**src/hw/rtl/whist_pkg.sv**
```systemverilog
// Shared types and constants for the weighted histogram accumulator.
`default_nettype none

package whist_pkg;

  // Field widths fixed by the item format
  localparam int VAL_W       = 32;
  localparam int VOL_W       = 48;
  localparam int BIN_W       = 6;
  localparam int KIND_W      = 2;
  localparam int COUNT_W     = 7;
  localparam int CFG_IDX_W   = 2;
  localparam int CFG_DATA_W  = 32;
  localparam int NUM_OUT_BINS = 64;

  // Item kinds
  localparam logic [KIND_W-1:0] KIND_SAMPLE = 2'd0;
  localparam logic [KIND_W-1:0] KIND_CLEAR  = 2'd1;
  localparam logic [KIND_W-1:0] KIND_READ   = 2'd2;
  localparam logic [KIND_W-1:0] KIND_MERGE  = 2'd3;

  // Configuration register indexes
  localparam logic [CFG_IDX_W-1:0] REG_MINIMUM   = 2'd0;
  localparam logic [CFG_IDX_W-1:0] REG_INV_WIDTH = 2'd1;
  localparam logic [CFG_IDX_W-1:0] REG_BIN_COUNT = 2'd2;

  // Reset values of the configuration registers
  localparam logic [VAL_W-1:0]   RST_MINIMUM   = 32'h0000_0000;
  localparam logic [VAL_W-1:0]   RST_INV_WIDTH = 32'h0001_0000;
  localparam logic [COUNT_W-1:0] RST_BIN_COUNT = 7'd50;

  // Operation handed from the front end to the back end
  typedef enum logic [1:0] {
    OP_SAMPLE = 2'd0,
    OP_CLEAR  = 2'd1,
    OP_READ   = 2'd2,
    OP_MERGE  = 2'd3
  } op_t;

  typedef struct packed {
    op_t              op;
    logic             hit;
    logic [BIN_W-1:0] bin;
    logic [VOL_W-1:0] amount;
  } cmd_t;

  typedef struct packed {
    logic                  we;
    logic [CFG_IDX_W-1:0]  index;
    logic [CFG_DATA_W-1:0] data;
  } cfg_wr_t;

endpackage

`default_nettype wire

```
**src/hw/rtl/whist_queue.sv**
```systemverilog
// Two-entry command queue between the front end and the back end.
`default_nettype none

module whist_queue
  import whist_pkg::*;
(
  input  wire logic clk,
  input  wire logic rst_n,
  input  wire logic push_i,
  input  wire cmd_t push_data_i,
  output      logic full_o,
  input  wire logic pop_i,
  output      cmd_t head_o,
  output      logic empty_o
);

  cmd_t       slot_r [2];
  logic       wptr_r, rptr_r;
  logic [1:0] count_r;

  assign full_o  = (count_r == 2'd2);
  assign empty_o = (count_r == 2'd0);
  assign head_o  = slot_r[rptr_r];

  always_ff @(posedge clk) begin
    if (push_i) begin
      slot_r[wptr_r] <= push_data_i;
    end
  end

  // Pointers and fill level
  always_ff @(posedge clk) begin
    if (!rst_n) begin
      wptr_r  <= 1'b0;
      rptr_r  <= 1'b0;
      count_r <= 2'd0;
    end else begin
      if (push_i) begin
        wptr_r <= !wptr_r;
      end
      if (pop_i) begin
        rptr_r <= !rptr_r;
      end
      case ({push_i, pop_i})
        2'b10:   count_r <= count_r + 2'd1;
        2'b01:   count_r <= count_r - 2'd1;
        default: count_r <= count_r;
      endcase
    end
  end

  a_no_pop_empty: assert property (@(posedge clk) disable iff (!rst_n)
    pop_i |-> !empty_o) else $error("queue popped while empty");

  a_no_push_full: assert property (@(posedge clk) disable iff (!rst_n)
    push_i |-> !full_o) else $error("queue pushed while full");

endmodule

`default_nettype wire

```
**config.mk**
```make
export PLATFORM = sky130hd
export DESIGN_NAME = whist_queue
export DESIGN_NICKNAME = d
export VERILOG_FILES = /design/src/hw/rtl/whist_pkg.sv /design/src/hw/rtl/whist_queue.sv
export SDC_FILE = /design/constraint.sdc
export NUM_CORES = 1
export LEC_CHECK = 0
export ABC_CLOCK_PERIOD_IN_PS = 3950
export BUFFER_PORTS_ARGS = -buffer_cell sky130_fd_sc_hd__clkbuf_2
export CORE_UTILIZATION = 51
export CTS_CLUSTER_DIAMETER = 200
export DETAILED_ROUTE_END_ITERATION = 10
export GPL_ROUTABILITY_DRIVEN = 0
export PLACE_DENSITY = 0.77
export SLEW_MARGIN = 15
export SYNTH_ARGS = -nofsm -noshare
export SYNTH_HDL_FRONTEND = slang
export SYNTH_SLANG_ARGS = --single-unit
```
**constraint.sdc**
```tcl
create_clock -name clk -period 3.95 [get_ports clk]
set_clock_uncertainty 0.15 [all_clocks]
set_input_delay 0.5925 -clock clk [delete_from_list [all_inputs] [get_ports clk]]
set_output_delay 0.5925 -clock clk [all_outputs]
set_load 0.01 [all_outputs]
```
# Word level (Yosys, flattened, before mapping)
# Memories as Yosys holds them, arrays and structs flattened. A register that Yosys moved wholly into a read port is not among the register bits.
# Index checks and enable logic that the tools add are counted.
totals:
  regBits: 4
  latchBits: 0
  ram_bits: 114
  rom_bits: 0
  in_bits: 61
  output_inout_bits: 59
  word_cells: 18
  memories: 1
op_classes:
  add_sub_neg: 2
  n_mul: 0
  n_div: 0
  magnitude_cmp: 0
  eq_ne: 3
  shifts: 0
  muxes: 5
  bitwise: 0
  reduce_logical: 4
mem_list:
  columns: ["name", "words", "width", "rd", "rd_clocked_by_memory_dff", "wr", "line_no", "text"]
  rows:
  - ["slot_r", 2, 57, 1, 1, 1, "whist_queue.sv:17", "cmd_t slot_r [2];"]
op_table:
  columns: ["cell", "n"]
  rows:
  - ["== test 2 bit, second input constant", 2]
  - ["two-way mux 1 bit", 4]
  - ["case mux 2 bit (2 select lines)", 1]
  - ["adder 2 x 1 -> 2 bit, second input constant", 1]
  - ["== test 2 x 1 -> 1 bit, second input constant", 1]
  - ["zero test 1 bit", 2]
  - ["zero test 2 bit", 1]
  - ["nonzero test 2 bit", 1]
  - ["subtractor 2 x 1 -> 2 bit, second input constant", 1]

# Depth between registers and ports, before layout
logic_depth:
  ltp_word: 3
  ltp_mapped: 5
  mapped_depth_nobuf: 5

# Worst setup path after synthesis
# No wires, ideal clock.
synth_path:
  path_kind: "input-to-reg"
  startpoint: "input port push_i"
  endpoint: "memory slot_r[0][0] (netlist bit), enable pin"
  setup_time_ps: 475
  arrival_time_ps: 3073
  required_time_ps: 3325
  slack_ps: 252
  path_stages: 2
  n_path_buf: 0
  path_cell_list: "inv_1 > nor2_1"
synth_via:
  elab_chain_len: 2
synth_lines:
  columns: ["item", "line_no", "text"]
  rows:
  - ["start: declaration", "whist_queue.sv:9", "input wire logic push_i,"]
  - ["two-way mux 1 bit", "whist_queue.sv:26", "if (push_i) begin"]
  - ["two-way mux 1 bit (not written as such)", "whist_queue.sv:27", "slot_r[wptr_r] <= push_data_i;"]
  - ["end: declaration", "whist_queue.sv:17", null]
# Every way passes these cells.

==> results.yml <==
timing:
  setup-tns-final_ns: 0
  slew_viol_final: 0
  setup_viol_count_final: 0
  worst_slack_ns: 1.12
  finalCriticalPeriod_ns: 2.83
  period_share: 0.717
  rsz0062_at_grt: "false"
  hold_violations: 0
  slew_headroom: 0.494
  fmax_mhz: 353
  worst_pin_slew_ns: 0.759
synthesis:
  yosys_warnings: 0
  synth_cells: 199
  postSynthAreaPerCell_sq_um: 21.7
  syn_nets: 261
  ys_seq_area_frac: 0.816
  ys_types: 17
  ys_ff_latch: 119
  netlist_area_sq_um: 4320
worst_setup_path:
  r2r-end: "slot_r[1][7]"
  cp_cell_sequence: "buf_12, mux2_2, clkbuf_2"
  reg2reg_depth: 2
  setup.worst_path.start_class: "register"
  critical_path_arrival_ns: 2.09
  worstReg2RegStart: "wptr_r"
  reg2reg_slack_ns: 2.16
  endpoint: "head_o[34]"
  cp.required_ns: 3.21
  cpPeakStageDelay_ns: 0.77
  path_max_fanout: 31
  cp_slowest_cell: "dfxtp_2"
  crit_type: "register to primary output"
  critPathCaptureType: "primary output"
pwr:
  powerDensity_nw_per_um2: 563
  p_leak_nw: 2.16
  irDropWorstVdd_uv: 399
floorplanning:
  fp.dieH_microns: 94.0
  io_pins: 120
  start_util: 0.526
  die-area_sq_um: 8840
  die_w_microns: 94.0
  rows: 33
  design.core.area_sq_um: 8220
clocking:
  clock-root-buffer: "clkbuf_8"
  cts_tree: "yes"
  htree_levels: 4
  clk_latency_ns: 0.51
  cts-hold-fix-buffers: 0
  post_cts_buffers: 0
  clkTransAtPathRegs_ns: 0.06
  numCtsBuffers: 17
  cts_resized: 0
  cts_buffer_depth: 2
  cts.sinks: 119
flow_run:
  drv_cap: 0
drt:
  drt-initial-drc-count: 148
  vias: 2255
  viasPerCell: 4.98
  drt_first_pass_iters: 4
  routedWlPerCell_microns: 16.6
  drc_errors: 0
  wirelength_mm: 7.52
  postRouteAntennaNets: 0
finish:
  layout-area-overhead-vs-synth_pct: 30.0
  multi_input_area_sq_um: 763
  ff_latch_area_sq_um: 3520
  layout_commonest_cell: "clkbuf_2"
  final_cell_area_sq_um: 5610
  layout_common_cells: "clkbuf_2, edfxtp_1, mux2_2"
  fillers: 550
  drive_gt1_frac: 0.609
  diodes: 0
  fin_nets: 397
global_routing:
  grt_pass1_wl_mm: 11.0
  grt_antenna_before_repair: 0
  overflow: 0
  track_usage: 0.183
  grt_pass1_vias: 2234
  grt_max_degree: 59
place:
  dpl.hpwl_mm: 4.73
  numPortBuffers: 119
  placed_area_sq_um: 5060
  post-place-ws_ns: 1.64
worst_hold_path:
  worstHoldStart: "push_data_i[45]"
  hold_path.class: "input pin to register"
run_status:
  outcome: "complete, no violations"
-- per-layer routing --
layer  vias to the layer above  wire length, microns  GRT usage
li1                       1058                     -          -
met4                         0                    34     0.0603
met2                       100                  3790      0.296
met3                         4                   498      0.101
met5                         -                     0          0
met1                      1093                  3200      0.206
-- metrics by stage --
step                      instances  utilization  power [mW]  hold WS [ns]
after global routing            453        0.683        3.28        0.0813
after global placement          421        0.616        1.78         0.332
after CTS                       453        0.683        3.20        0.0937
after floorplan                 199            -        1.66         0.316
after detailed placement        421        0.616        1.79         0.349
final                           453        0.683        3.16         0.125
-- synthesized netlist by cell type --
library cell,number,area (sq um)
edfxtp_1,114,3420
mux2_2,57,642
dfxtp_1,5,100
and2_1,4,25.0
buf_2,3,15.0
buf_4,3,22.5
nor2_1,2,7.51
xnor2_1,2,17.5
a21boi_1,1,7.51
and2b_2,1,8.76
ha_1,1,12.5
inv_1,1,3.75
nor2b_1,1,6.26
o21a_1,1,7.51
o21ai_0,1,5.00
or3_1,1,6.26
xor2_1,1,8.76
-- how the worst min path moves through the flow --
| stage | end | slack (ns) | cells after the start |
|---|---|---|---|
| 2_1_floorplan | count_r[1] | 0.32 | 2 |
| 3_3_place_gp | count_r[1] | 0.33 | 2 |
| 3_5_place_dp | count_r[1] | 0.35 | 2 |
| 4_1_cts | slot_r[1][48] | 0.09 | 1 |
| 5_1_grt | slot_r[1][56] | 0.08 | 1 |
| 6_report | slot_r[0][45] | 0.13 | 1 |
-- critical path: cells and delay by family (launching register included) --
| kind | cells | cell delay, ns |
|---|---|---|
| buffers and inverters | 2 | 0.42 |
| muxes | 1 | 0.37 |
| DFF | 1 | 0.77 |
-- where the power goes --
part	internal, mW	switching, mW
clock network	0.883	0.517
registers	1.46	0.0287
logic	0.137	0.138
total	2.48	0.684
-- final cells by class --
class                      instances  area share
multi-input combinational         73       0.136
sequential                       119       0.628
clock buffer                      17      0.0738
tap                              105      0.0234
clock inverter                    15      0.0245
timing repair buffer             123       0.114
inverter                           1    0.000669
-- cells by family after synthesis --
family          count (synthesis)  share of synthesized area
mux                            57                      0.149
buf+inv                         7                    0.00956
flops                         119                      0.816
fa+ha+maj                       1                    0.00290
xor+xnor                        3                    0.00608
simple gates                    9                     0.0125
compound gates                  3                    0.00464
-- state kept, by name, indices dropped and copies added (netlist names), named ones only --
register and flops:
slot_r 114, rptr_r 1, wptr_r 1, count_r 2
Power figures use the tool's default switching activity.
