===== src/hw/rtl/whist_pkg.sv =====
// Shared types and constants for the weighted histogram accumulator.
`default_nettype none

package whist_pkg;

  // Field widths fixed by the item format
  localparam int VAL_W       = 32;
  localparam int VOL_W       = 48;
  localparam int BIN_W       = 6;
  localparam int KIND_W      = 2;
  localparam int COUNT_W     = 7;
  localparam int CFG_IDX_W   = 2;
  localparam int CFG_DATA_W  = 32;
  localparam int NUM_OUT_BINS = 64;

  // Item kinds
  localparam logic [KIND_W-1:0] KIND_SAMPLE = 2'd0;
  localparam logic [KIND_W-1:0] KIND_CLEAR  = 2'd1;
  localparam logic [KIND_W-1:0] KIND_READ   = 2'd2;
  localparam logic [KIND_W-1:0] KIND_MERGE  = 2'd3;

  // Configuration register indexes
  localparam logic [CFG_IDX_W-1:0] REG_MINIMUM   = 2'd0;
  localparam logic [CFG_IDX_W-1:0] REG_INV_WIDTH = 2'd1;
  localparam logic [CFG_IDX_W-1:0] REG_BIN_COUNT = 2'd2;

  // Reset values of the configuration registers
  localparam logic [VAL_W-1:0]   RST_MINIMUM   = 32'h0000_0000;
  localparam logic [VAL_W-1:0]   RST_INV_WIDTH = 32'h0001_0000;
  localparam logic [COUNT_W-1:0] RST_BIN_COUNT = 7'd50;

  // Operation handed from the front end to the back end
  typedef enum logic [1:0] {
    OP_SAMPLE = 2'd0,
    OP_CLEAR  = 2'd1,
    OP_READ   = 2'd2,
    OP_MERGE  = 2'd3
  } op_t;

  typedef struct packed {
    op_t              op;
    logic             hit;
    logic [BIN_W-1:0] bin;
    logic [VOL_W-1:0] amount;
  } cmd_t;

  typedef struct packed {
    logic                  we;
    logic [CFG_IDX_W-1:0]  index;
    logic [CFG_DATA_W-1:0] data;
  } cfg_wr_t;

endpackage

`default_nettype wire


===== src/hw/rtl/whist_ram.sv =====
// Generic single-write, single-read RAM with registered read data.
`default_nettype none

module whist_ram #(
  parameter int WIDTH  = 48,
  parameter int DEPTH  = 64,
  parameter int ADDR_W = (DEPTH > 1) ? $clog2(DEPTH) : 1
) (
  input  wire logic              clk,
  input  wire logic              wr_en,
  input  wire logic [ADDR_W-1:0] wr_addr,
  input  wire logic [WIDTH-1:0]  wr_data,
  input  wire logic              rd_en,
  input  wire logic [ADDR_W-1:0] rd_addr,
  output      logic [WIDTH-1:0]  rd_data
);

  logic [WIDTH-1:0] mem [DEPTH];

  always_ff @(posedge clk) begin
    if (wr_en) begin
      mem[wr_addr] <= wr_data;
    end
    if (rd_en) begin
      rd_data <= mem[rd_addr];
    end
  end

endmodule

`default_nettype wire


===== src/hw/rtl/whist_back.sv =====
// Back end: bin read-modify-write with saturation, valid flags, result register.
`default_nettype none

module whist_back
  import whist_pkg::*;
#(
  parameter int DEPTH  = 64,
  parameter int ADDR_W = (DEPTH > 1) ? $clog2(DEPTH) : 1
) (
  input  wire logic             clk,
  input  wire logic             rst_n,
  input  wire cmd_t             head,
  input  wire logic             q_empty,
  output      logic             pop,
  output      logic             out_valid,
  input  wire logic             out_ready,
  output      logic [BIN_W-1:0] out_bin,
  output      logic [VOL_W-1:0] out_vol,
  output      logic             out_hit
);

  typedef enum logic [1:0] {
    ST_IDLE = 2'b01,
    ST_CALC = 2'b10
  } state_t;

  state_t            state_r, state_nxt;
  cmd_t              cmd_r;
  logic [DEPTH-1:0]  valid_r;
  logic              out_valid_r;
  logic [BIN_W-1:0]  out_bin_r;
  logic [VOL_W-1:0]  out_vol_r;
  logic              out_hit_r;

  logic              go;
  logic              wr_en;
  logic [ADDR_W-1:0] addr;
  logic [VOL_W-1:0]  rd_data;
  logic [VOL_W-1:0]  cur;
  logic [VOL_W:0]    sum;
  logic [VOL_W-1:0]  sat;
  logic              is_add;

  assign pop  = (state_r == ST_IDLE) && !q_empty;
  assign go   = (state_r == ST_CALC) && (!out_valid_r || out_ready);
  assign addr = cmd_r.bin[ADDR_W-1:0];

  // Volume store
  whist_ram #(
    .WIDTH (VOL_W),
    .DEPTH (DEPTH),
    .ADDR_W(ADDR_W)
  ) u_ram (
    .clk    (clk),
    .wr_en  (wr_en),
    .wr_addr(addr),
    .wr_data(sat),
    .rd_en  (pop),
    .rd_addr(head.bin[ADDR_W-1:0]),
    .rd_data(rd_data)
  );

  // Saturating update of the selected bin
  assign cur    = (cmd_r.hit && valid_r[addr]) ? rd_data : '0;
  assign sum    = {1'b0, cur} + {1'b0, cmd_r.amount};
  assign sat    = sum[VOL_W] ? {VOL_W{1'b1}} : sum[VOL_W-1:0];
  assign is_add = cmd_r.hit && (cmd_r.op == OP_SAMPLE || cmd_r.op == OP_MERGE);
  assign wr_en  = go && is_add;

  // Sequencer
  always_comb begin
    state_nxt = state_r;
    case (state_r)
      ST_IDLE: if (pop) state_nxt = ST_CALC;
      ST_CALC: if (go)  state_nxt = ST_IDLE;
      default: state_nxt = ST_IDLE;
    endcase
  end

  always_ff @(posedge clk) begin
    if (pop) begin
      cmd_r <= head;
    end
  end

  // Control state: sequencer, valid flags, result valid
  always_ff @(posedge clk) begin
    if (!rst_n) begin
      state_r     <= ST_IDLE;
      valid_r     <= '0;
      out_valid_r <= 1'b0;
    end else begin
      state_r <= state_nxt;
      if (go && cmd_r.op == OP_CLEAR) begin
        valid_r <= '0;
      end else if (wr_en) begin
        valid_r[addr] <= 1'b1;
      end
      if (go) begin
        out_valid_r <= 1'b1;
      end else if (out_ready) begin
        out_valid_r <= 1'b0;
      end
    end
  end

  // Result word
  always_ff @(posedge clk) begin
    if (go) begin
      out_bin_r <= cmd_r.bin;
      out_hit_r <= cmd_r.hit;
      out_vol_r <= !cmd_r.hit ? '0 : (is_add ? sat : cur);
    end
  end

  assign out_valid = out_valid_r;
  assign out_bin   = out_bin_r;
  assign out_vol   = out_vol_r;
  assign out_hit   = out_hit_r;

  a_load_from_calc: assert property (@(posedge clk) disable iff (!rst_n)
    $rose(out_valid_r) |-> $past(state_r == ST_CALC))
    else $error("result loaded outside calc step");

  a_write_sets_valid: assert property (@(posedge clk) disable iff (!rst_n)
    wr_en |=> valid_r[$past(addr)])
    else $error("bin written but not marked valid");

  a_clear_empties: assert property (@(posedge clk) disable iff (!rst_n)
    (go && cmd_r.op == OP_CLEAR) |=> (valid_r == '0))
    else $error("clear left a bin valid");

endmodule

`default_nettype wire


===== config.mk =====
export PLATFORM = sky130hd
export DESIGN_NAME = whist_back
export DESIGN_NICKNAME = d
export VERILOG_FILES = /design/src/hw/rtl/whist_pkg.sv /design/src/hw/rtl/whist_ram.sv /design/src/hw/rtl/whist_back.sv
export SDC_FILE = /design/constraint.sdc
export NUM_CORES = 2
export LEC_CHECK = 0
export BUFFER_PORTS_ARGS = -buffer_cell sky130_fd_sc_hd__buf_2
export CAP_MARGIN = 20
export CORE_MARGIN = 1
export CORE_UTILIZATION = 35
export CTS_CLUSTER_SIZE = 10
export DETAILED_ROUTE_END_ITERATION = 6
export GPL_TIMING_DRIVEN = 0
export PLACE_DENSITY_LB_ADDON = 0.12
export SKIP_LAST_GASP = 1
export SYNTH_ARGS = -nofsm -noshare
export SYNTH_HDL_FRONTEND = slang
export SYNTH_HIERARCHICAL = 1
export SYNTH_SLANG_ARGS = --single-unit

===== constraint.sdc =====
create_clock -name clk -period 26.8 [get_ports clk]
set_clock_uncertainty 0.05 [all_clocks]
set_input_delay 1.34 -clock clk [delete_from_list [all_inputs] [get_ports clk]]
set_output_delay 1.34 -clock clk [all_outputs]
set_load 0.01 [all_outputs]

# Yosys cells after proc, flatten, opt, wreduce, memory -nomap -nowiden
# Memories as Yosys holds them, arrays and structs flattened. A register that Yosys moved wholly into a read port is not among the register bits.
# Cells that the tools add are included.
# W data, S select, Z words.
# op_classes
add_sub_neg	1
n_mul	0
div	0
magnitude_cmp	2
n_eq_ne	6
shift	0
n_mux	14
n_bitwise	2
n_reduce_logical	15
# op_table
op	n
$mux W48	3
$or A64 B64 Y64	1
$add A48 B48 Y49	1
$logic_and A1 B1 Y1	7
$lt A6 B7 Y1 const B	1
$bmux W1 S6	1
$demux W1 S6	1
$ge A6 B1 Y1 const B	1
$mux W1	6
$eq A2 B1 Y1 const B	2
$eq A2 B2 Y1 const B	2
$mux W2	2
$ne A2 B2 Y1 const B	2
$pmux W2 S2	1
$logic_not A1 Y1	2
$logic_not A2 Y1	1
$logic_or A1 B1 Y1	2
$reduce_and A2 Y1	1
$reduce_bool A2 Y1	1
$reduce_or A2 Y1	1
$not A1 Y1	1
# word_totals
reg_bits	179
latch_bits	0
ram_bits	3072
rom_bits	0
in_bits	61
output_inout_bits	57
word_cells	51
memories	1
# memory_table
memory	depth	word_bits	read_ports	rd_ports_with_merged_regs	wr	line	rtl
u_ram.mem	64	48	1	1	1	whist_ram.sv:18	logic [WIDTH-1:0] mem [DEPTH];

# Depth between registers and ports, before layout
# logic_depth
ltp_word	7
ltp_mapped	24
ltp_nobuf	18

# Hierarchy
# Netlist, hierarchy kept.
# modules_own_cells
mod	instances	cells_per_inst	area_per_inst_um2
whist_ram	1	4970	117597.8
whist_back	1	1010	9909.5

# Worst setup path before layout
# OpenSTA, ideal clock, no wires.
# synth_timing
path_type	input to output
from	input port q_empty
to	output port pop
arrival_ns	9.172
t_required_ns	25.410
path_slack_ns	16.238
cell_stages	1
path_buffers	0
cell_sequence	nor3b_1
# synth_between
elab_chain_cells	2
# synth_rtl
element	line	rtl
start: declaration	whist_back.sv:13	input wire logic q_empty,
$logic_not A1 Y1	whist_back.sv:44	assign pop = (state_r == ST_IDLE) && !q_empty;
$logic_and A1 B1 Y1	whist_back.sv:44	
end: declaration	whist_back.sv:14	output logic pop,
# Every way passes these cells.

# Worst setup path after layout
# layout_timing
from	register cmd_r (netlist bit addr[0])
to	memory u_ram.mem[44][32], data pin
# layout_between
elab_chain_cells	6
# layout_rtl
element	line	rtl
start: declaration	whist_back.sv:28	cmd_t cmd_r;
start signal: assignment	whist_back.sv:82	cmd_r <= head;
$bmux W1 S6	whist_back.sv:64	assign cur = (cmd_r.hit && valid_r[addr]) ? rd_data : '0;
$mux W1 (not written as such)	whist_back.sv:64	
$logic_and A1 B1 Y1	whist_back.sv:64	
$mux W48	whist_back.sv:64	
$add A48 B48 Y49	whist_back.sv:65	assign sum = {1'b0, cur} + {1'b0, cmd_r.amount};
$mux W48	whist_back.sv:66	assign sat = sum[VOL_W] ? {VOL_W{1'b1}} : sum[VOL_W-1:0];
via sat[32]	whist_back.sv:41	logic [VOL_W-1:0] sat;
end: declaration	whist_ram.sv:18	
# The timed path passes the listed nets, and every way through them passes these cells. The select of a mux whose other input is x is not followed.

==> impl_metrics.json <==
{
  "drc_errors": 0,
  "power.total_mw": 11.2,
  "cpMostUsedCell": "clkbuf_1",
  "grt_antenna_before_repair": 25,
  "area_delta_synth_final_pct": 17.5,
  "ios": 118,
  "crit_buf_inv": 6,
  "synth_flop_cell": "edfxtp_1",
  "min_from": "valid_r[27]",
  "path_depth": 21,
  "rsz0062_at_grt": "no",
  "holdPathEnd": "valid_r[27]",
  "grt_pass1_vias": 67600,
  "start_util": 0.352,
  "vias": 67200,
  "cts_tree": "yes",
  "setup_viol_count_final": 0,
  "hp-class": "reg -> reg",
  "netlist_area_um2": 128000,
  "cpLargestDelayFamily": "buffers and inverters",
  "ant_nets": 0,
  "cts_resized": 0,
  "r2r.worst_path.cells": 21,
  "status": "complete, no violations",
  "final_cell_mix": "3232 x edfxtp_1, 760 x mux4_2, 390 x clkbuf_16",
  "synth-edff-count": 3232,
  "cts_setup_buffers": 0,
  "wl_um": 428000,
  "fillers": 31700,
  "grt_overflow": 0,
  "drtIter0Drc": 7638,
  "fin_tns_setup_ns": 0,
  "critical_path.cell_chain": "clkbuf_1, clkbuf_1, o31ai_1, o21ai_0, nand3_1, o41a_1, clkbuf_1, and2_1, ha_1, fa_1, a211oi_1, nor3_1, o21ai_0, nand3_1, a21oi_1, o21bai_1, a21oi_1, clkbuf_1, buf_1, nand2_2, buf_12",
  "min_path_cells": 2,
  "fin_util": 0.413,
  "clock_path_buffers": 4,
  "io_buffers": 117,
  "die_h_um": 606,
  "drive_gt1_frac": 0.272,
  "r2r_slack_ns": 17.09,
  "ys_ff_latch": 3299,
  "gp_congestion": 0.895,
  "worst_pin_slew_ns": 1.27,
  "synth_nets": 6091,
  "avgViaCountPerCell": 5.77,
  "die-width_um": 606,
  "hold_viol_final": 0,
  "syn_inst": 5980,
  "final.min_clock_period_ns": 9.71,
  "cts_sinks": 3299,
  "ir_drop_uv": 47.4,
  "start_kind": "flop",
  "drv_slew": 0,
  "max_stage_delay_ns": 1.01,
  "r2r-start": "addr[0]",
  "seq_area_um2": 98400,
  "arrival_ns": 10.28,
  "wl_per_cell_um": 36.7,
  "cts-root-buf": "clkbuf_16",
  "critPathRequiredTime_ns": 27.37,
  "ys_seq_area_frac": 0.772,
  "worstSetupPathType": "reg -> reg",
  "path_clk_slew_ns": 0.05,
  "core-area_um2": 363000,
  "p_per_area_nw_per_um2": 74.8,
  "crit_slowest_cell": "edfxtp_1",
  "yosys_warnings": 6,
  "regToRegEndpoint": "u_ram/mem[44][32]",
  "grt_pass1_wl_um": 578000,
  "grt_max_degree": 66,
  "fmax_ghz": 0.103,
  "fin_crit_sh": 0.362,
  "ctsHoldBuffers": 0,
  "dr.pass1.iters": 6,
  "h-tree-depth": 5,
  "track_usage": 0.231,
  "power.leakage_nw": 47.0,
  "synth_cell_types": 71,
  "clk_latency_ns": 0.94,
  "post-dp-hpwl_um": 297000,
  "avgSynthCellArea_um2": 21.3,
  "cp-end-kind": "flop",
  "crit_fanout": 35,
  "slew_headroom": 0.156,
  "die_area_um2": 367000,
  "async_reset_ff_frac": 0,
  "rows": 221,
  "cap_violations": 0,
  "layout_commonest_cell": "edfxtp_1",
  "cts_made_buffers": 380,
  "fin_nets": 6828,
  "multi_input_area_um2": 28000
}
flip-flops by register name, summed over array words and instances, names as in the netlist:
register and flops:
out_hit 1, state_r 2, u_ram/mem 3072, u_ram/rd_data 48, out_vol 48, out_bin 6, valid_r 64, out_valid 1
cmd_r 51, addr 6
synth_stat cells, types with 24 or more instances:
cell type,n,area [um2]
a2bb2oi_1,29,254
mux2i_1,74,741
a22o_1,64,561
a22oi_1,78,586
edfxtp_1,3232,97100
ha_1,49,613
a211oi_1,35,263
xnor2_1,24,210
o221ai_1,30,263
nand2_1,157,589
dfxtp_1,67,1340
a21oi_1,205,1030
a221oi_1,88,771
buf_4,63,473
o21ai_0,39,195
o22ai_1,125,782
and2_1,57,357
nor2b_1,32,200
a21o_1,28,210
mux4_2,760,17100
clkbuf_1,142,533
nor2_1,234,878
buf_2,104,521
where the power goes:
part           switching, mW  leakage [nW]  internal, mW
combinational          0.580          12.3         0.225
sequential            0.0134          29.6          5.81
clock                   1.97          5.09          2.62
total                   2.56          47.0          8.65
worst reg2reg max path, cell delays in order (launching register included):
cell	delay, ns
edfxtp_1	1.01
clkbuf_1	0.50
clkbuf_1	0.48
o31ai_1	0.15
o21ai_0	0.22
nand3_1	0.12
o41a_1	0.61
clkbuf_1	0.40
and2_1	0.32
ha_1	0.28
fa_1	0.46
a211oi_1	0.38
nor3_1	0.17
o21ai_0	0.28
nand3_1	0.17
a21oi_1	0.26
o21bai_1	0.19
a21oi_1	0.48
clkbuf_1	0.75
buf_1	0.92
nand2_2	0.72
buf_12	0.41
worst max-delay path by stage:
stage,start,end,slack (ns)
2_1_floorplan,q_empty,pop,16.24
3_3_place_gp,q_empty,pop,9.79
3_5_place_dp,addr[2],u_ram/mem[41][32],17.22
4_1_cts,addr[2],u_ram/mem[44][32],17.23
5_1_grt,addr[0],u_ram/mem[44][32],16.67
6_report,addr[0],u_ram/mem[44][32],17.09
area by class of cell:
cell class,count,area share
well taps,4794,0.0400
flip-flops and latches,3299,0.656
inverters,12,0.000317
diodes,10,0.000167
clock buffers,475,0.0673
plain buffers,336,0.0115
clock inverters,38,0.00250
repair buffers,355,0.0349
multi-input cells,2333,0.187
stage by stage:
| step | setup WS (ns) | instance area, um2 | hold WS (ns) | std cells |
|---|---|---|---|---|
| 4_1_cts | 17.23 | 150000 | 0.413 | 11600 |
| 6_report | 17.09 | 150000 | 0.416 | 11700 |
| 2_1_floorplan | 16.24 | 128000 | 0.381 | 5980 |
| 3_3_place_gp | 9.79 | 134000 | 0.394 | 10900 |
| 3_5_place_dp | 17.22 | 139000 | 0.399 | 11100 |
| 5_1_grt | 16.67 | 150000 | 0.434 | 11600 |
layer usage:
| metal | vias to the layer above | part of all wire | GRT usage |
|---|---|---|---|
| li1 | 26700 | - | - |
| met1 | 37300 | 0.42 | 0.317 |
| met2 | 2639 | 0.48 | 0.382 |
| met3 | 540 | 0.063 | 0.0327 |
| met4 | 0 | 0.034 | 0.0729 |
| met5 | - | 0 | 0 |
cells by family (layout without fill, tap and decap cells):
group                    count (synthesis)  count (layout)  synth area share
AND/OR/NAND/NOR                        593             593            0.0213
AO/OA/AOI/OAI                          794             794            0.0436
XOR/XNOR                                44              44           0.00302
adder cells (fa/ha/maj)                 50              50           0.00497
multiplexers                           852             852             0.142
buffers and inverters                  348            1216            0.0138
flip-flops                            3299            3299             0.772
other                                    0              10                 0
No activity file was read; power rests on OpenSTA's default activity.
